`src/sv/semiglobal_residue_pair_scorer_unit_macros.svh`:
```
// Assertion macros shared by the semi-global pair scorer modules.
// Expects clk_i and rst_ni in the scope of the module that uses them.
`ifndef SEMIGLOBAL_RESIDUE_PAIR_SCORER_UNIT_MACROS_SVH
`define SEMIGLOBAL_RESIDUE_PAIR_SCORER_UNIT_MACROS_SVH

// Property that must hold at every clock edge outside reset
`define SRPS_ASSERT(name, prop, msg) \
  name: assert property (@(posedge clk_i) disable iff (!rst_ni) (prop)) else $error(msg);

// Same-cycle implication outside reset
`define SRPS_ASSERT_IMPL(name, ante, cons, msg) \
  name: assert property (@(posedge clk_i) disable iff (!rst_ni) (ante) |-> (cons)) else $error(msg);

`endif

```
`src/sv/srps_pkg.sv`:
```
// Shared types, constants and scoring functions of the semi-global pair scorer.
// No dependencies; used by every module of the block.
`timescale 1ns / 1ps
package srps_pkg;

  localparam int unsigned MaxLetters = 32;
  localparam int unsigned MaxGap     = 8;
  localparam int unsigned LenW       = $clog2(MaxLetters + 1);
  localparam int unsigned IdxW       = $clog2(MaxLetters);
  localparam int unsigned Cols       = MaxLetters + 1;
  localparam int unsigned AddrW      = $clog2(Cols * Cols);
  localparam int unsigned GapW       = $clog2(MaxGap + 1);
  localparam int unsigned HistW      = (MaxGap > 1) ? $clog2(MaxGap) : 1;
  localparam int unsigned ScoreW     = 17;
  localparam int unsigned OutScoreW  = 15;
  localparam int unsigned FlankW     = $clog2(20 * MaxLetters + 21) + 1;
  localparam int unsigned CntW       = $clog2(2 * MaxGap + 2);

  typedef logic signed [ScoreW-1:0] score_t;

  // Configuration register indexes
  localparam logic [1:0] CfgThreshold = 2'd0;
  localparam logic [1:0] CfgGapLimit  = 2'd1;
  localparam logic [1:0] CfgOptLimit  = 2'd2;

  // Edge kinds
  localparam logic [2:0] EdgeSame     = 3'd0;
  localparam logic [2:0] EdgeOptional = 3'd1;
  localparam logic [2:0] EdgeContain  = 3'd2;
  localparam logic [2:0] EdgeInternal = 3'd3;
  localparam logic [2:0] EdgeEmpty    = 3'd5;

  // Trace directions
  localparam logic [1:0] TrMatch  = 2'd0;
  localparam logic [1:0] TrDelete = 2'd1;
  localparam logic [1:0] TrInsert = 2'd2;

  // Class membership per letter, bit c = class c
  localparam logic [12:0] ClassMask [26] = '{
    13'd1696, 13'd0,    13'd2564, 13'd2561, 13'd6145, 13'd5440, 13'd1568,
    13'd2306, 13'd5248, 13'd0,    13'd6146, 13'd5248, 13'd5124, 13'd2568,
    13'd0,    13'd1792, 13'd6152, 13'd6146, 13'd2608, 13'd2576, 13'd0,
    13'd1152, 13'd5440, 13'd0,    13'd6480, 13'd0
  };
  localparam logic signed [7:0] ClassScore [13] = '{
    8'sd80, 8'sd80, 8'sd80, 8'sd80, 8'sd80, 8'sd80, 8'sd60, 8'sd60,
    8'sd55, 8'sd40, 8'sd35, 8'sd35, 8'sd30
  };

  // One pair of stored letters
  typedef struct packed {
    logic            bank;
    logic [LenW-1:0] len_a;
    logic [LenW-1:0] len_b;
    logic            trunc;
    logic [15:0]     pair_idx;
  } job_t;

  // Letter read request from the engine to the letter stores
  typedef struct packed {
    logic            bank;
    logic [IdxW-1:0] addr_a;
    logic [IdxW-1:0] addr_b;
  } let_req_t;

  // Substitution score; first common class wins
  function automatic logic signed [7:0] pair_score(input logic [4:0] a, input logic [4:0] b);
    logic [12:0]      common;
    logic signed [7:0] s;
    common = ClassMask[a] & ClassMask[b];
    s = -8'sd100;
    for (int c = 12; c >= 0; c--) begin
      if (common[c]) s = ClassScore[c];
    end
    if (a == b) s = 8'sd100;
    return s;
  endfunction

  function automatic logic signed [8:0] gap_cost(input logic [GapW-1:0] k);
    logic signed [8:0] g;
    if (k == GapW'(1)) g = -9'sd15;
    else if (k == GapW'(2)) g = -9'sd40;
    else if (k == GapW'(3)) g = -9'sd90;
    else if (k == GapW'(4)) g = -9'sd160;
    else g = -9'sd200;
    return g;
  endfunction

  function automatic logic signed [FlankW-1:0] flank_cost(input logic [LenW-1:0] d);
    logic [FlankW-1:0] p;
    p = FlankW'({d, 4'b0}) + FlankW'({d, 2'b0}) + FlankW'(20);
    return (d == '0) ? '0 : $signed(-p);
  endfunction

  function automatic logic [AddrW-1:0] cell_addr(input logic [LenW-1:0] row,
                                                 input logic [LenW-1:0] col);
    return AddrW'(int'(row) * Cols + int'(col));
  endfunction

endpackage

```
`src/sv/srps_front.sv`:
```
// Front end: takes symbol words, keeps A-Z letters in two banked letter stores.
// Depends on srps_pkg; hands closed pairs to the job queue.
`timescale 1ns / 1ps
module srps_front (
  input  logic                clk_i,
  input  logic                rst_ni,
  input  logic                s_axis_tvalid_i,
  output logic                s_axis_tready_o,
  input  logic [7:0]          s_axis_tdata_i,   // [7:0] symbol
  input  logic                s_axis_tuser_i,   // [0] word_select
  input  logic                s_axis_tlast_i,   // pair_end
  input  logic                full_i,
  output logic                push_o,
  output srps_pkg::job_t      job_o,
  input  srps_pkg::let_req_t  let_req_i,
  output logic [4:0]          let_a_o,
  output logic [4:0]          let_b_o
);
  import srps_pkg::*;

  logic [4:0]      mem_a [2*MaxLetters];
  logic [4:0]      mem_b [2*MaxLetters];
  logic [LenW-1:0] len_a_q, len_a_d, len_b_q, len_b_d;
  logic            trunc_q, trunc_d, bank_q, bank_d;
  logic [15:0]     pidx_q, pidx_d;
  logic            accept, is_letter, room, wr_a, wr_b;
  logic [LenW-1:0] len_sel, len_a_new, len_b_new;
  logic            trunc_new;
  logic [4:0]      code;

  // Classify the incoming word
  assign s_axis_tready_o = !full_i;
  assign accept    = s_axis_tvalid_i && !full_i;
  assign is_letter = (s_axis_tdata_i >= 8'h41) && (s_axis_tdata_i <= 8'h5A);
  assign len_sel   = s_axis_tuser_i ? len_b_q : len_a_q;
  assign room      = len_sel < LenW'(MaxLetters);
  assign wr_a      = accept && is_letter && room && !s_axis_tuser_i;
  assign wr_b      = accept && is_letter && room && s_axis_tuser_i;
  assign code      = 5'(s_axis_tdata_i - 8'h41);

  assign len_a_new = len_a_q + LenW'(wr_a);
  assign len_b_new = len_b_q + LenW'(wr_b);
  assign trunc_new = trunc_q || (accept && is_letter && !room);

  // Pair close pushes a job and flips the bank
  assign push_o = accept && s_axis_tlast_i;
  assign job_o  = '{bank: bank_q, len_a: len_a_new, len_b: len_b_new,
                    trunc: trunc_new, pair_idx: pidx_q};

  always_comb begin
    len_a_d = len_a_new;
    len_b_d = len_b_new;
    trunc_d = trunc_new;
    bank_d  = bank_q;
    pidx_d  = pidx_q;
    if (push_o) begin
      len_a_d = '0;
      len_b_d = '0;
      trunc_d = 1'b0;
      bank_d  = !bank_q;
      pidx_d  = pidx_q + 16'd1;
    end
  end

  always_ff @(posedge clk_i or negedge rst_ni) begin
    if (!rst_ni) begin
      len_a_q <= '0;
      len_b_q <= '0;
      trunc_q <= 1'b0;
      bank_q  <= 1'b0;
      pidx_q  <= '0;
    end else begin
      len_a_q <= len_a_d;
      len_b_q <= len_b_d;
      trunc_q <= trunc_d;
      bank_q  <= bank_d;
      pidx_q  <= pidx_d;
    end
  end

  // Letter stores, one write and one registered read each
  always_ff @(posedge clk_i) begin
    if (wr_a) mem_a[{bank_q, len_a_q[IdxW-1:0]}] <= code;
    if (wr_b) mem_b[{bank_q, len_b_q[IdxW-1:0]}] <= code;
    let_a_o <= mem_a[{let_req_i.bank, let_req_i.addr_a}];
    let_b_o <= mem_b[{let_req_i.bank, let_req_i.addr_b}];
  end

endmodule

```
`config.mk`:
```
export PLATFORM = sky130hd
export DESIGN_NAME = srps_front
export DESIGN_NICKNAME = d
export VERILOG_FILES = /design/src/sv/semiglobal_residue_pair_scorer_unit_macros.svh /design/src/sv/srps_pkg.sv /design/src/sv/srps_front.sv
export SDC_FILE = /design/constraint.sdc
export NUM_CORES = 1
export LEC_CHECK = 0
export ABC_AREA = 1
export BUFFER_PORTS_ARGS = -buffer_cell sky130_fd_sc_hd__buf_2
export CAP_MARGIN = 20
export CORE_MARGIN = 3
export CORE_UTILIZATION = 40
export DETAILED_ROUTE_END_ITERATION = 7
export PLACE_DENSITY = 0.59
export SETUP_SLACK_MARGIN = 0.05
export SLEW_MARGIN = 5
export SYNTH_ARGS = -nofsm -noshare
export SYNTH_HDL_FRONTEND = slang
export SYNTH_SLANG_ARGS = --single-unit
```
`constraint.sdc`:
```
create_clock -name clk_i -period 12.95 [get_ports clk_i]
set_clock_uncertainty 0.1 [all_clocks]
set_input_delay 2.59 -clock clk_i [delete_from_list [all_inputs] [get_ports clk_i]]
set_output_delay 2.59 -clock clk_i [all_outputs]
set_load 0.01 [all_outputs]
```
# == Yosys cells after proc, flatten, opt, wreduce, memory -nomap -nowiden ==
# Memories as Yosys holds them, arrays and structs flattened. A register that Yosys moved wholly into a read port is not among the register bits.
# Cells that the tools add are included.
# totals
regBits,30
mem_bits_rw,640
out_inout_bits,42
n_memories,2
# memory_table
memory,depth,word_bits,read_ports,rd_clocked_by_memory_dff,wr,line_no,source
mem_a,64,5,1,1,1,srps_front.sv:21,logic [4:0] mem_a [2*MaxLetters];
mem_b,64,5,1,1,1,srps_front.sv:22,logic [4:0] mem_b [2*MaxLetters];
# classes
add_sub_neg,4
n_lt_le_gt_ge,3
mux,8
reduce_logical,13
# ops
operator,n
2-to-1 mux 6 bit,3
adder 16 x 1 -> 16 bit (second input constant),1
adder 6 x 1 -> 6 bit,2
>= comparator 8 x 7 -> 1 bit (second input constant),1
<= comparator 8 x 7 -> 1 bit (second input constant),1
logical AND 1 bit,8
less-than comparator 6 bit (second input constant),1
2-to-1 mux 1 bit,5
subtractor 5 x 1 -> 5 bit (second input constant),1
zero test 1 bit,4
logical OR 1 bit,1

# == Depth between registers and ports, before layout ==
# depth
word_depth,7
mapped_depth,14
mapped_depth_nobuf,14

# == Least setup slack after synthesis ==
# No wires, ideal clock.
# synth_timing
path_type,input-to-reg
start,input port s_axis_tdata_i[0]
end,memory mem_a[0][4] (data pin)
setup_ns,0.932
arrival_time_ns,8.151
setup_slack_ns,3.767
cell_stages,4
n_path_buf,0
path_cell_list,inv_1 -> ha_1 -> nand2_1 -> xnor2_1
# synth_between
elab_chain_cells,1
# synth_lines
element,line_no,source
"start, declared",srps_front.sv:9,"input logic [7:0] s_axis_tdata_i,"
subtractor 5 x 1 -> 5 bit,srps_front.sv:39,assign code = 5'(s_axis_tdata_i - 8'h41);
via code[4],srps_front.sv:29,logic [4:0] code;
"end, declared",srps_front.sv:21,
# The timed path passes the listed nets, and every way through them passes these cells.

==> impl_metrics.toml <==
[critical_path]
path_common_cell = "nand2_1"
cp_max_fo = 43
worst-path-buf-inv = 3
r2r-end = "mem_a[40][1]"
cp_slowest_cell = "ha_1"
r2r-start = "len_a_q[5]"
worstPathCellList = "buf_2 > inv_6 > ha_1 > nand2_1 > nor2_1 > nand2_1 > nand3_1 > nor3_1 > ha_1 > nand2_1 > nor2_1 > xor2_1 > buf_2"
worstPathRequired_ns = 10.26
cp_top_family = "simple AND/OR/NAND/NOR gates"
critPathKind = "input port to primary output"
start_kind = "input port"
cp.arrival_ns = 4.89
r2r_setup_slack_ns = 10.02
max_stage_delay_ns = 0.32
cp-end-kind = "primary output"
r2r_cells = 3

[routing]
ant_nets = 0
vias_per_cell = 5.284
drt_iter0_markers = 1873
drt_wl_total_mm = 69.70
drc = 0
wire_per_inst_um = 19.84
via_count = 18560
dr.pass1.iters = 6

[cells_and_area]
multi_input_area_sq_um = 7307
layout-drive-gt1-share_pct = 8.628
final_nets = 2552
fillCellCount = 6319
areaGrowthSynthToFinish_pct = 11.10
regArea_sq_um = 20170
antenna_cells = 0

[sta]
rsz0062_at_grt = "false"
period_minus_slack_ns = 7.575
setup_tns_ns = 0
period_share_pct = 58.49
hold_violations = 0
worstMarginPinSlew_ns = 1.063
hold_slack_ns = 0.3899
fmax_ghz = 0.1320
relSlewSlack_pct = 28.93
slew_violations = 0
setup-violations-final = 0

[global_route]
antenna_found_initial = 0
overflow = 0
grt_usage_pct = 18.75
grt_start_max_net_pins = 131
grt_pass1_wl_mm = 107.0
grt_pass1_vias = 18670

[power]
p_comb_share_pct = 7.1
p_per_area_nw_per_um2 = 150.0
seqPwrFrac_pct = 52.0
ir_drop_uv = 113.2
p_leak_nw = 11.49
sw_frac_of_total_pct = 23.20
internal_power_mw = 3.639
pwr-share-clk_pct = 41.0
power_mw = 4.739
switchingPower_mw = 1.099

[cts]
clk_path_buf_depth = 3
cts-hold-fix-buffers = 0
cts_setup_buffers = 0
clkSinkCount = 680
cts_resized = 0
clk_latency_ns = 0.61
clk_pin_slew_ns = 0.06
cts-root-buf = "clkbuf_16"
numCtsBuffers = 70
htreeDepth = 3
cts_tree = "built"

[placed_design]
place_hpwl_mm = 41.13
io_buffers = 66
gp_congestion = 0.8464

[logic_synthesis]
ys_top_cells_by_area = "edfxtp_1 68%, nand2_1 11%, nand3_1 9.9%, dfrtp_1 2.6%, nor2_1 2.0%"
synth_area_per_cell_sq_um = 11.38
syn_inst = 2499
yosysWarnings = 0
syn_nets = 2532
synth_area_sq_um = 28430
synth_top_area_share_pct = 67.60
synth.distinct_cells = 31
synth-seq-cells = 680
synth_top_area_cell = "edfxtp_1"
seq_area_frac_synth_pct = 70.95

[floorplanning]
start_util_pct = 40.46
chipWidth_um = 272.6
rows = 97
fp.dieH_um = 272.6
die_area_sq_um = 74310
ios = 67
core_region_area_sq_um = 70270

[run]
cap_violations = 0

[status]
status = "complete, no violations"

[min_path]
hold_end = "pidx_q[15]"
hp-class = "flop to flop"
whs_path_depth = 1
hp-start = "pidx_q[15]"
## layer usage
| layer | track usage (%) | routed length [um] | up-vias |
|---|---|---|---|
| met1 | 26.08 | 30780 | 9015 |
| li1 | - | - | 8729 |
| met2 | 29.86 | 32040 | 687 |
| met3 | 3.003 | 4995 | 131 |
| met4 | 6.891 | 1880 | 0 |
| met5 | 0 | 0 | - |
## area by class of cell
type                       count  share of cell area (%)
clock buffer                  91                   6.022
timing repair buffer          86                   1.664
multi-input combinational   1632                   23.14
clock inverter                35                  0.9627
inverter                      49                  0.6299
tap                          940                   3.724
sequential                   680                   63.86
## sequential cells by signal, indices dropped and copies added (netlist names)
| name | flops |
|---|---|
| len_a_q | 6 |
| mem_b | 320 |
| let_b_o | 5 |
| trunc_q | 1 |
| bank_q | 1 |
| let_a_o | 5 |
| pidx_q | 16 |
| len_b_q | 6 |
| mem_a | 320 |
## Yosys cell counts, drive strengths merged
master	instances
nand4	19
or2	2
nor3	6
inv	45
buf	107
edfxtp	640
nand3	565
o21ai	3
nor2	155
ha	8
nand2	848
clkinv	4
a21oi	5
xnor2	12
dfxtp	10
clkbuf	31
xor2	8
nor4	1
dfrtp	30
## layout by cell type (no fill, tap or decap), types with 2 or more instances in the layout
cell	synthesis	routed
inv_2	5	5
nand4_1	10	10
clkbuf_1	31	15
clkinv_2	0	12
inv_6	0	7
a21oi_1	5	5
inv_1	38	36
nand2_1	848	848
nor2_1	150	150
buf_16	0	2
dfrtp_1	30	30
nor2_4	2	2
ha_1	8	8
clkbuf_16	0	71
edfxtp_1	640	640
nand4_4	9	9
nor2_2	3	3
or2_2	2	2
nand3_1	563	563
xor2_4	0	2
buf_2	51	64
nor3_1	5	5
inv_4	2	2
xor2_1	8	6
dfxtp_1	10	10
o21ai_0	3	3
clkinvlp_4	0	6
xnor2_1	12	11
bufinv_16	0	4
buf_4	26	20
clkinv_1	4	11
clkbuf_8	0	5
## logic make-up (layout without fill, tap and decap cells)
family	count (synthesis)	after routing	synth area share, %
simple gates	1596	1596	24.44
flops	680	680	70.95
buf+inv	187	261	3.508
xor+xnor	20	20	0.6162
fa+ha+maj	8	8	0.3521
compound gates	8	8	0.1408
## worst reg2reg max path, delay by kind of cell (launching register included)
family           cells  cell delay (ns)
and+or+nand+nor      3             2.02
DFF                  1             0.42
## how the worst max path moves through the flow
| stage | depth (start not counted) | from | slack (ns) | end |
|---|---|---|---|---|
| 6_report | 13 | s_axis_tdata_i[0] | 5.37 | job_o[21] |
| 5_1_grt | 13 | s_axis_tdata_i[0] | 5.11 | job_o[21] |
| 4_1_cts | 12 | s_axis_tdata_i[0] | 4.81 | job_o[21] |
| 3_5_place_dp | 13 | s_axis_tdata_i[0] | 4.81 | job_o[19] |
| 3_3_place_gp | 13 | s_axis_tdata_i[0] | 4.83 | job_o[19] |
| 2_1_floorplan | 4 | s_axis_tdata_i[0] | 3.77 | mem_a[0][4] |
## power groups by stage
stage | clock network (mW) | logic [mW] | registers, mW
floorplan | 0 | 0.208 | 2.51
CTS | 1.98 | 0.335 | 2.46
global placement | 0 | 0.333 | 2.51
global route | 2.08 | 0.369 | 2.46
finish | 1.94 | 0.334 | 2.46
detailed placement | 0 | 0.334 | 2.51
## through the flow
| stage | util, % | area, sq um | instances | worst slack [ns] |
|---|---|---|---|---|
| after floorplan | - | 28430 | 2499 | 3.767 |
| after global placement | 41.73 | 29320 | 3385 | 4.833 |
| after detailed placement | 41.73 | 29320 | 3385 | 4.810 |
| after CTS | 44.87 | 31530 | 3511 | 4.807 |
| after global routing | 44.94 | 31580 | 3513 | 5.107 |
| final | 44.94 | 31580 | 3513 | 5.375 |
Power figures use the tool's default switching activity.
