### src/sv/semiglobal_residue_pair_scorer_unit_macros.svh
// Assertion macros shared by the semi-global pair scorer modules.
// Expects clk_i and rst_ni in the scope of the module that uses them.
`ifndef SEMIGLOBAL_RESIDUE_PAIR_SCORER_UNIT_MACROS_SVH
`define SEMIGLOBAL_RESIDUE_PAIR_SCORER_UNIT_MACROS_SVH

// Property that must hold at every clock edge outside reset
`define SRPS_ASSERT(name, prop, msg) \
  name: assert property (@(posedge clk_i) disable iff (!rst_ni) (prop)) else $error(msg);

// Same-cycle implication outside reset
`define SRPS_ASSERT_IMPL(name, ante, cons, msg) \
  name: assert property (@(posedge clk_i) disable iff (!rst_ni) (ante) |-> (cons)) else $error(msg);

`endif

### src/sv/srps_pkg.sv
// Shared types, constants and scoring functions of the semi-global pair scorer.
// No dependencies; used by every module of the block.
`timescale 1ns / 1ps
package srps_pkg;

  localparam int unsigned MaxLetters = 32;
  localparam int unsigned MaxGap     = 8;
  localparam int unsigned LenW       = $clog2(MaxLetters + 1);
  localparam int unsigned IdxW       = $clog2(MaxLetters);
  localparam int unsigned Cols       = MaxLetters + 1;
  localparam int unsigned AddrW      = $clog2(Cols * Cols);
  localparam int unsigned GapW       = $clog2(MaxGap + 1);
  localparam int unsigned HistW      = (MaxGap > 1) ? $clog2(MaxGap) : 1;
  localparam int unsigned ScoreW     = 17;
  localparam int unsigned OutScoreW  = 15;
  localparam int unsigned FlankW     = $clog2(20 * MaxLetters + 21) + 1;
  localparam int unsigned CntW       = $clog2(2 * MaxGap + 2);

  typedef logic signed [ScoreW-1:0] score_t;

  // Configuration register indexes
  localparam logic [1:0] CfgThreshold = 2'd0;
  localparam logic [1:0] CfgGapLimit  = 2'd1;
  localparam logic [1:0] CfgOptLimit  = 2'd2;

  // Edge kinds
  localparam logic [2:0] EdgeSame     = 3'd0;
  localparam logic [2:0] EdgeOptional = 3'd1;
  localparam logic [2:0] EdgeContain  = 3'd2;
  localparam logic [2:0] EdgeInternal = 3'd3;
  localparam logic [2:0] EdgeEmpty    = 3'd5;

  // Trace directions
  localparam logic [1:0] TrMatch  = 2'd0;
  localparam logic [1:0] TrDelete = 2'd1;
  localparam logic [1:0] TrInsert = 2'd2;

  // Class membership per letter, bit c = class c
  localparam logic [12:0] ClassMask [26] = '{
    13'd1696, 13'd0,    13'd2564, 13'd2561, 13'd6145, 13'd5440, 13'd1568,
    13'd2306, 13'd5248, 13'd0,    13'd6146, 13'd5248, 13'd5124, 13'd2568,
    13'd0,    13'd1792, 13'd6152, 13'd6146, 13'd2608, 13'd2576, 13'd0,
    13'd1152, 13'd5440, 13'd0,    13'd6480, 13'd0
  };
  localparam logic signed [7:0] ClassScore [13] = '{
    8'sd80, 8'sd80, 8'sd80, 8'sd80, 8'sd80, 8'sd80, 8'sd60, 8'sd60,
    8'sd55, 8'sd40, 8'sd35, 8'sd35, 8'sd30
  };

  // One pair of stored letters
  typedef struct packed {
    logic            bank;
    logic [LenW-1:0] len_a;
    logic [LenW-1:0] len_b;
    logic            trunc;
    logic [15:0]     pair_idx;
  } job_t;

  // Letter read request from the engine to the letter stores
  typedef struct packed {
    logic            bank;
    logic [IdxW-1:0] addr_a;
    logic [IdxW-1:0] addr_b;
  } let_req_t;

  // Substitution score; first common class wins
  function automatic logic signed [7:0] pair_score(input logic [4:0] a, input logic [4:0] b);
    logic [12:0]      common;
    logic signed [7:0] s;
    common = ClassMask[a] & ClassMask[b];
    s = -8'sd100;
    for (int c = 12; c >= 0; c--) begin
      if (common[c]) s = ClassScore[c];
    end
    if (a == b) s = 8'sd100;
    return s;
  endfunction

  function automatic logic signed [8:0] gap_cost(input logic [GapW-1:0] k);
    logic signed [8:0] g;
    if (k == GapW'(1)) g = -9'sd15;
    else if (k == GapW'(2)) g = -9'sd40;
    else if (k == GapW'(3)) g = -9'sd90;
    else if (k == GapW'(4)) g = -9'sd160;
    else g = -9'sd200;
    return g;
  endfunction

  function automatic logic signed [FlankW-1:0] flank_cost(input logic [LenW-1:0] d);
    logic [FlankW-1:0] p;
    p = FlankW'({d, 4'b0}) + FlankW'({d, 2'b0}) + FlankW'(20);
    return (d == '0) ? '0 : $signed(-p);
  endfunction

  function automatic logic [AddrW-1:0] cell_addr(input logic [LenW-1:0] row,
                                                 input logic [LenW-1:0] col);
    return AddrW'(int'(row) * Cols + int'(col));
  endfunction

endpackage

### src/sv/srps_queue.sv
// Two-entry job queue between the letter front end and the alignment engine.
// Depends on srps_pkg; the head entry stays until the engine has finished it.
`timescale 1ns / 1ps
module srps_queue (
  input  logic           clk_i,
  input  logic           rst_ni,
  input  logic           push_i,
  input  srps_pkg::job_t job_i,
  input  logic           pop_i,
  output logic           full_o,
  output logic           empty_o,
  output srps_pkg::job_t head_o
);
  import srps_pkg::*;
`include "semiglobal_residue_pair_scorer_unit_macros.svh"

  job_t       entry_q [2];
  logic       wr_ptr_q, rd_ptr_q;
  logic [1:0] count_q;

  assign full_o  = count_q == 2'd2;
  assign empty_o = count_q == 2'd0;
  assign head_o  = entry_q[rd_ptr_q];

  // Pointers and fill count
  always_ff @(posedge clk_i or negedge rst_ni) begin
    if (!rst_ni) begin
      wr_ptr_q <= 1'b0;
      rd_ptr_q <= 1'b0;
      count_q  <= '0;
    end else begin
      if (push_i) wr_ptr_q <= !wr_ptr_q;
      if (pop_i)  rd_ptr_q <= !rd_ptr_q;
      count_q <= count_q + 2'(push_i) - 2'(pop_i);
    end
  end

  always_ff @(posedge clk_i) begin
    if (push_i) entry_q[wr_ptr_q] <= job_i;
  end

  `SRPS_ASSERT(a_no_push_full, !(push_i && full_o), "push into full job queue")
  `SRPS_ASSERT(a_no_pop_empty, !(pop_i && empty_o), "pop from empty job queue")

endmodule

### config.mk
export PLATFORM = sky130hd
export DESIGN_NAME = srps_queue
export DESIGN_NICKNAME = d
export VERILOG_FILES = /design/src/sv/srps_pkg.sv /design/src/sv/srps_queue.sv
export VERILOG_INCLUDE_DIRS = /design/src /design/src/sv
export SDC_FILE = /design/constraint.sdc
export NUM_CORES = 1
export LEC_CHECK = 0
export BUFFER_PORTS_ARGS = -buffer_cell sky130_fd_sc_hd__clkbuf_2
export CAP_MARGIN = 20
export CORE_AREA = 2 2 72 74
export CTS_CLUSTER_SIZE = 28
export DETAILED_ROUTE_END_ITERATION = 8
export DIE_AREA = 0 0 74 76
export PLACE_DENSITY = 0.76
export SYNTH_ARGS = -nofsm -noshare
export SYNTH_HDL_FRONTEND = slang
export SYNTH_SLANG_ARGS = --single-unit
### constraint.sdc
create_clock -name clk_i -period 5.95 [get_ports clk_i]
set_clock_uncertainty 0.15 [all_clocks]
set_input_delay 0.2975 -clock clk_i [delete_from_list [all_inputs] [get_ports clk_i]]
set_output_delay 0.2975 -clock clk_i [all_outputs]
set_load 0.1 [all_outputs]
# --- After elaboration in Yosys (flattened, before gate mapping) ---
# Memory sizes are Yosys's and may differ from the RTL's.
# Index checks and enable logic that the tools add are counted.
totals:
  ff_bits: 4
  ram_bits: 60
  in_bits: 34
  out_inout_bits: 32
  elab_cells: 12
  n_memories: 1
classes:
  add_sub_neg: 2
  n_eq_ne: 1
  muxes: 2
  n_reduce_logical: 3
mem_list:
  columns: ["name", "depth", "width", "read_ports", "rd_ports_with_merged_regs", "write_ports", "line_no", "text"]
  rows:
  - ["entry_q", 2, 30, 1, 0, 1, "srps_queue.sv:17", "job_t entry_q [2];"]
ops:
  columns: ["operator", "n"]
  rows:
  - ["$add A2 B1 Y2", 1]
  - ["$eq A2 B2 Y1 const B", 1]
  - ["$logic_not A1 Y1", 2]
  - ["$logic_not A2 Y1", 1]
  - ["$mux W1", 2]
  - ["$sub A2 B1 Y2", 1]

# --- Logic depth before layout (Yosys ltp) ---
# Gate-level depths: netlist (run 1).
logic_depth:
  ltp_word: 2
  mapped_depth: 5
  depth_no_buf: 5

# --- Worst setup path after synthesis (run 1) ---
# No wires, ideal clock.
synth_path:
  kind: "register to register"
  startpoint: "register wr_ptr_q"
  endpoint: "memory entry_q[0][0] in the netlist's numbering (enable)"
  setup_time_ps: 421
  t_arrival_ps: 1754
  t_required_ps: 5379
  path_slack_ps: 3626
  stages_incl_launch_ff: 2
  n_path_buf: 0
  synth_period_minus_slack_ps: 2324
  cell_sequence: "dfrtp_1 nor2b_1"
synth_rtl:
  columns: ["element", "line_no", "text"]
  rows:
  - ["from (decl)", "srps_queue.sv:18", "logic wr_ptr_q, rd_ptr_q;"]
  - ["from (signal assigned)", "srps_queue.sv:32", "if (push_i) wr_ptr_q <= !wr_ptr_q;"]
  - ["to (decl)", "srps_queue.sv:17", null]
# Straight into the memory's write port.

==> reports/qor.yml, run 1 <==
start_kind: "flop"
finalMaxSlewViolations: 0
ant_nets: 0
synth_top_cell_by_area: "edfxtp_1"
drive_gt1_share_pct: 54.19
vias: 1268
required_ps: 5500
globalplace.congestion: 0.6685
port_buffers: 65
cts_made_buffers: 9
fin_hold_ws_ps: 16.96
ys_types: 11
viasPerCell: 4.645
maxSlewHeadroom_pct: 42.01
end_kind: "primary output"
rows: 26
cts_tree: "done"
grt_max_degree: 32
drc: 0
antenna_found_initial: 0
tightest_slew_ps: 868.0
grt_pass1_vias: 1285
insertedDiodeCount: 0
avgSynthCellArea_sq_um: 21.94
top_layer: "met4"
crit_arrival_ps: 1780
dp_hpwl_mm: 2.644
synth_top_family_by_area: "multiplexers"
post_cts_buffers: 0
ys_ff_latch: 64
wl_met1_mm: 1.576
dr_wl_met2_mm: 2.172
synth-simple-area-share_pct: 0.9504
synth_top_cells_by_area: "edfxtp_1 76%, mux2_2 14%, dfrtp_1 4.2%"
fill_cells: 364
wl_met3_um: 215
core_sq_mm: 0.004912
synth_top_area_share_pct: 76.03
fin_tns_setup_ps: 0
start_util_pct: 48.24
fin_nets: 234
status: "finished clean"
finalHoldViolCount: 0
cts.sinks: 64
track_usage_pct: 15.24
grt_overflow: 0
worstHoldPathType: "in -> reg"
setup_viol: 0
synth-xor-area-share_pct: 1.742
clk_pin_slew_ps: 60
synth_fa_ha_area_share_pct: 1.056
rrSetupSlack_ps: 4290
syn2layout_area_growth_pct: 30.83
ys_seq_area_share_pct: 80.25
grt_pass1_wl_mm: 6.058
cap_viol_max_count: 0
finalCriticalPeriod_ps: 2231
clock_latency_ps: 320
synthMuxAreaShare_pct: 14.26
drtPass1Iterations: 4
wl_mm: 4.072
synth-compound-area-share_pct: 0
fp.dieH_um: 76
synthCells: 108
synth.net_count: 144
fin_crit_sh_pct: 37.50
cts_root_buffer: "clkbuf_8"
max_freq_ghz: 0.4481
die-area_sq_mm: 0.005624
rsz0062_at_grt: "no"
ctsHtreeMaxLevel: 3
drt_iter0_drc: 55
pin_count: 66
yosysWarnings: 0
synth_area_sq_mm: 0.002370
worst-path-max-fanout: 31
avgRoutedWirePerCell_um: 14.92
dieWidth_um: 74
clockBufferDepth: 2
criticalPathCategory: "reg -> out"
## registers in the layout (all words and copies together) (netlist names)
signal,cells
wr_ptr_q,1
count_q,2
entry_q,60
rd_ptr_q,1
## placed cells by master (no fill, tap or decap), drive strengths merged
master and n:
buf 2, bufinv 1, xor2 2, dfrtp 4, ha 2, inv 2, nor2 1, edfxtp 60
clkbuf 76, clkinv 4, nor2b 2, mux2 30, and2 1, xor3 1, dlygate4sd3 15
## cell families after synthesis
kind of cell | count (synthesis)
flops | 64
xor+xnor | 3
buf+inv | 5
simple gates | 4
fa+ha+maj | 2
mux | 30
## what timing repair did
| action | CTS | global route |
|---|---|---|
| hold buffers | 12 | 3 |
| endpoints found under the hold margin | 26 | 3 |
| resized for setup | 0 | 0 |
## stage by stage
step	instance area (sq um)	utilization (%)	std cells	worst slack, ps
after floorplan	2370	-	108	3626
after detailed placement	2771	56.42	242	4055
after global routing	3100	63.12	273	3631
after global placement	2771	56.42	242	4098
final	3100	63.12	273	3719
after CTS	3070	62.51	270	3690
## synth_stat cells
master and n:
buf_6 3, dfrtp_1 4, ha_1 2, edfxtp_1 60, nor2_1 1, xor2_1 2
nor2b_1 2, mux2_2 30, xor3_1 1, and2_1 1, inv_1 2
## routing by layer
layer | vias up | GRT usage, %
met5 | - | 0
met4 | 0 | 10.36
met3 | 9 | 3.968
met2 | 44 | 24.55
met1 | 616 | 17.36
li1 | 599 | -
## final timing paths
| check | to | depth (start not counted) | from |
|---|---|---|---|
| setup / recovery | head_o[2] | 3 | rd_ptr_q |
| hold / removal | entry_q[1][1] | 1 | job_i[1] |
| setup reg to reg | entry_q[0][3] | 1 | wr_ptr_q |
| hold reg to reg | wr_ptr_q | 1 | wr_ptr_q |
| max in group asynchronous | wr_ptr_q | 2 | rst_ni |
| min in group asynchronous | count_q[0] | 2 | rst_ni |
## worst max-delay path, cell delays in order, from the launching register on
cell and delay (ps):
dfrtp_1 320, buf_4 350, mux2_2 390, clkbuf_2 370
## area by class of cell
class                   instances  area (sq um)  area share, %
clock buffers                  11         131.4          4.237
clock inverters                 5         47.55          1.533
inverters                       2         7.507         0.2421
multi-input cells              39         434.2          14.00
flip-flops and latches         64          1902          61.34
well taps                      70         87.58          2.825
repair buffers                 82         490.5          15.82
Power of run 1 is left out: the tool's default activity adds up to more than one toggle a clock period on the data nets, which glitch-free logic cannot reach.
==> run 2: changes to the inputs <==
Settings changed: CORE_AREA 2 2 72 74 to 2 2 75 77, DIE_AREA 0 0 74 76 to 0 0 77 79, PLACE_DENSITY 0.76 to 0.73.
Clock period 5.95 ns to 2 ns, I/O delays scaled along.
==> run 2 against run 1 <==
Compared with the run above:
- sequential cell count stayed put
- routed wire length is 16% higher
- final cell count is 9.2% higher
- global-route usage is 2.1 points higher
- first-iteration DRC count is 56% lower
- critical path type unchanged
- via count is 8.0% higher
- worst hold slack better by 330 ps
- worst setup slack worse by 3500 ps
- critical path depth stayed put
- die area is 8.2% higher
- critical endpoint is now head_o[6]
- cell area is 21% higher
==> reports/qor.yml, run 2 (same netlist as run 1, synthesis figures left out) <==
final_common_cell: "edfxtp_1"
cts_root_buffer: "clkbuf_8"
fin_nets: 257  # +9.8%
drive_gt1_share_pct: 50.88  # -3.3 points
drt_iter0_drc: 24  # -56%
port_buffers: 65  # unchanged
avgRoutedWirePerCell_um: 15.90  # +6.6%
largest_reg_flops: 60  # unchanged
clock_latency_ps: 330  # about the same
core_sq_mm: 0.005338  # +8.7%
grt_pass1_vias: 1581  # +23%
fin_tns_setup_ps: 0  # unchanged
cts.sinks: 64  # unchanged
required_ps: 1750  # -3750 ps
post_cts_resized: 0  # unchanged
rows: 27  # +3.8%
criticalPathCategory: "reg -> out"
holdBufCountCts: 34  # +22
worst-path-max-fanout: 22  # -29%
max_freq_ghz: 0.5462
vias: 1370  # +8.0%
tightest_slew_ps: 542.8  # -325.2 ps
rrSetupSlack_ps: 440  # -3850 ps
r2r_cells: 5  # +4
grt_pass1_wl_mm: 7.458  # +23%
dp_hpwl_mm: 2.939  # +11%
syn2layout_area_growth_pct: 58.03
reg.largest.list: "entry_q: 60 flops, count_q: 2 flops"
setup_viol: 0  # unchanged
post_cts_buffers: 0  # unchanged
final_core_util_pct: 70.16  # +7.0 points
final_cell_mix: "60 x edfxtp_1, 35 x clkbuf_2, 34 x dlygate4sd3_1, 30 x mux2_2, 30 x buf_12"
hold_path_depth: 2  # +1
ant_nets: 0  # unchanged
crit_arrival_ps: 1580  # -200 ps
worstHoldPathType: "in -> reg"
finalCriticalPeriod_ps: 1831
end_kind: "primary output"
drc: 0  # unchanged
fin_crit_sh_pct: 91.54
finalMaxSlewViolations: 0  # unchanged
viasPerCell: 4.597  # -1.0%
antenna_found_initial: 0  # unchanged
cts_made_buffers: 9  # unchanged
insertedDiodeCount: 0  # unchanged
finalHoldViolCount: 0  # unchanged
pin_count: 66  # unchanged
rsz0062_at_grt: "no"
clk_pin_slew_ps: 70  # about the same
ctsHtreeMaxLevel: 3  # unchanged
fp.dieH_um: 79  # +3.9%
dieWidth_um: 77  # +4.1%
start_util_pct: 44.40  # -3.8 points
drtPass1Iterations: 4  # unchanged
maxSlewHeadroom_pct: 63.97  # +22 points
start_kind: "flop"
cts_tree: "done"
wl_mm: 4.738  # +16%
grt_overflow: 0  # unchanged
globalplace.congestion: 0.6880  # +2.9%
largest_register: "entry_q"
status: "finished clean"
track_usage_pct: 17.34  # +2.1 points
cap_viol_max_count: 0  # unchanged
die-area_sq_mm: 0.006083  # +8.2%
grt_max_degree: 23  # -28%
clockBufferDepth: 2  # unchanged
[run 2: worst paths after layout]
check	from	end
worst max-delay path	rd_ptr_q	head_o[6]
worst min-delay path	job_i[18]	entry_q[1][18]
worst max register to register	count_q[0]	count_q[1]
worst min register to register	wr_ptr_q	wr_ptr_q
max in group asynchronous	rst_ni	count_q[0]
min in group asynchronous	rst_ni	rd_ptr_q
[run 2: area by class of cell]
class / count / area, sq um
Inverter: 2 / 7.507
Clock inverter: 5 / 23.77
Sequential cell: 64 / 1902
Timing Repair Buffer: 105 / 1161
Fill cell: 362 / 1593
Multi-Input combinational cell: 39 / 429.2
Clock buffer: 11 / 131.4
Tap cell: 72 / 90.09
[run 2: per-layer routing]
metal | vias up | GRT usage, % | part of all wire, %
li1 | 649 | - | -
met1 | 664 | 15.19 | 34
met2 | 46 | 33.77 | 59
met3 | 11 | 5.227 | 4.4
met4 | 0 | 11.25 | 3.2
met5 | - | 0 | 0
[run 2: critical path, stage by stage (launching register included)]
cell,delay (ps)
dfrtp_1,340
buf_4,300
mux2_2,420
buf_12,170
[run 2: per-stage QoR]
step	area (sq um)	hold WS, ps	worst slack (ps)	std cells
2_1_floorplan	2372	-345.6	27.74	108
3_3_place_gp	3249	-239.5	512.0	248
3_5_place_dp	3249	-231.0	453.6	248
4_1_cts	3745	332.5	151.1	298
5_1_grt	3745	346.1	92.94	298
6_report	3745	347.1	169.2	298
Power of run 2 is left out for the same reason.
==> run 3: changes to the inputs <==
Settings changed: CORE_AREA 2 2 75 77 to 2 2 80 82, DIE_AREA 0 0 77 79 to 0 0 82 84, PLACE_DENSITY 0.73 to 0.66.
==> run 3 against run 2 <==
Compared with the run above:
- via count fell by 0.80%
- cell area rose by 1.1%
- sequential share of layout area decreased by 0.54 points
- count of clock-buffer cells in the layout did not move
- non-clock buffer count is 1 lower
- utilization decreased by 8.1 points
- sequential cell count unchanged
- routed wire length shrank 9.6%
- global-route usage decreased by 3.3 points
- critical path depth did not move
- highest routed layer unchanged
==> reports/qor.yml, run 3 (same netlist as run 1, synthesis figures left out) <==
finalCriticalPeriod_ps: 1781  # -49.91 ps
start_util_pct: 38.88  # -5.5 points
vias: 1359  # -0.80%
grt_max_degree: 20  # -13%
clk_pin_slew_ps: 60  # about the same
worstHoldPathType: "in -> reg"
fin_crit_sh_pct: 89.05  # -2.5 points
tightest_slew_ps: 539.0  # -3.734 ps
wl_mm: 4.282  # -9.6%
fin_tns_setup_ps: 0  # unchanged
fin_hold_ws_ps: 351.2  # +4.050 ps
avgRoutedWirePerCell_um: 14.18  # -11%
fp.dieH_um: 84  # +6.3%
syn2layout_area_growth_pct: 59.71
layout_setup_ws_ps: 219.1  # +49.90 ps
antenna_found_initial: 0  # unchanged
final_cell_mix: "60 x edfxtp_1, 35 x clkbuf_2, 34 x dlygate4sd3_1, 31 x buf_12, 30 x mux2_2"
pin_count: 66  # unchanged
final_common_cell: "edfxtp_1"
ant_nets: 0  # unchanged
required_ps: 1750  # about the same
max_stage_delay_ps: 410  # about the same
critPathSlowestCell: "mux2_2"
largest_register: "entry_q"
grt_overflow: 0  # unchanged
ctsHtreeMaxLevel: 3  # unchanged
globalplace.congestion: 0.6980  # +1.5%
reg.largest.list: "entry_q: 60 flops, count_q: 2 flops"
viasPerCell: 4.500  # -2.1%
path_buf_inv: 2  # unchanged
cp.depth: 3  # unchanged
clock_latency_ps: 320  # about the same
status: "finished clean"
drt_iter0_drc: 52  # +120%
drtPass1Iterations: 4  # unchanged
die-area_sq_mm: 0.006888  # +13%
drc: 0  # unchanged
setup_viol: 0  # unchanged
r2r_start: "wr_ptr_q"
crit_path_end: "head_o[14]"
finalHoldViolCount: 0  # unchanged
rrSetupSlack_ps: 480  # +40 ps
final-seq-area_sq_mm: 0.001902  # unchanged
dp_hpwl_mm: 2.731  # -7.1%
cts_root_buffer: "clkbuf_8"
fill_cells: 416  # +15%
insertedDiodeCount: 0  # unchanged
stdcell_area_sq_mm: 0.003785  # +1.1%
crit_arrival_ps: 1530  # -50 ps
start_kind: "flop"
r2r_cells: 2  # -3
cts_made_buffers: 9  # unchanged
cts.sinks: 64  # unchanged
post_dp_cell_area_sq_mm: 0.003266  # +0.50%
fin_nets: 256  # -0.39%
max_freq_ghz: 0.5615  # +2.8%
worst-path-max-fanout: 19  # -14%
clockBufferDepth: 2  # unchanged
port_buffers: 65  # unchanged
end_kind: "primary output"
grt_pass1_wl_mm: 6.789  # -9.0%
cap_viol_max_count: 0  # unchanged
cpLargestDelayFamily: "buffers and inverters"
dieWidth_um: 82  # +6.5%
criticalPathCategory: "reg -> out"
cts_tree: "done"
core_sq_mm: 0.006096  # +14%
grt_pass1_vias: 1465  # -7.3%
r2r_end: "entry_q[1][14]"
cp_cell_sequence: "buf_4, mux2_2, buf_12"
multiInputGateArea_sq_um: 434.2  # +1.2%
place_ws_ps: 457.6  # +4.061 ps
rows: 29  # +7.4%
largest_reg_flops: 60  # unchanged
min_from: "job_i[25]"
drive_gt1_share_pct: 50.22  # -0.66 points
maxSlewHeadroom_pct: 64.22  # +0.25 points
track_usage_pct: 14.03  # -3.3 points
rsz0062_at_grt: "no"
finalMaxSlewViolations: 0  # unchanged
critPathLaunch: "rd_ptr_q"
-- run 3: what timing repair did --
action,4_1_cts,5_1_grt
buffers inserted,0,0
setup endpoints to repair,0,0
resized for setup,0,0
hold endpoints to repair,67,0
hold buffers,34,0
-- run 3: final cells by class --
type,count,share of cell area [%]
sequential,64,50.25
timing repair buffer,104,30.81
multi-input combinational,39,11.47
clock buffer,11,3.471
tap,77,2.545
clock inverter,5,1.256
inverter,2,0.1983
-- run 3: through the flow --
stage	cells	util, %
after floorplan	108	-
after global placement	252	53.57
after CTS	302	62.09
after global routing	302	62.09
final	302	62.09
after detailed placement	252	53.57
-- run 3: worst min path at each step --
stage                           to  cells past startpoint  slack [ps]
finish              entry_q[0][25]                      2         350
global route        entry_q[0][19]                      2         350
CTS                 entry_q[1][25]                      2         330
detailed placement      count_q[0]                      1        -230
global placement        count_q[0]                      1        -240
floorplan               count_q[0]                      0        -350
-- run 3: per-layer routing --
layer,global-route usage [%],vias up,share of wire [%]
li1,-,644,-
met1,15.47,661,38
met2,22.84,46,54
met3,4.870,8,6.1
met4,8.333,0,2.4
met5,0,-,0
Power of run 3 is left out for the same reason.
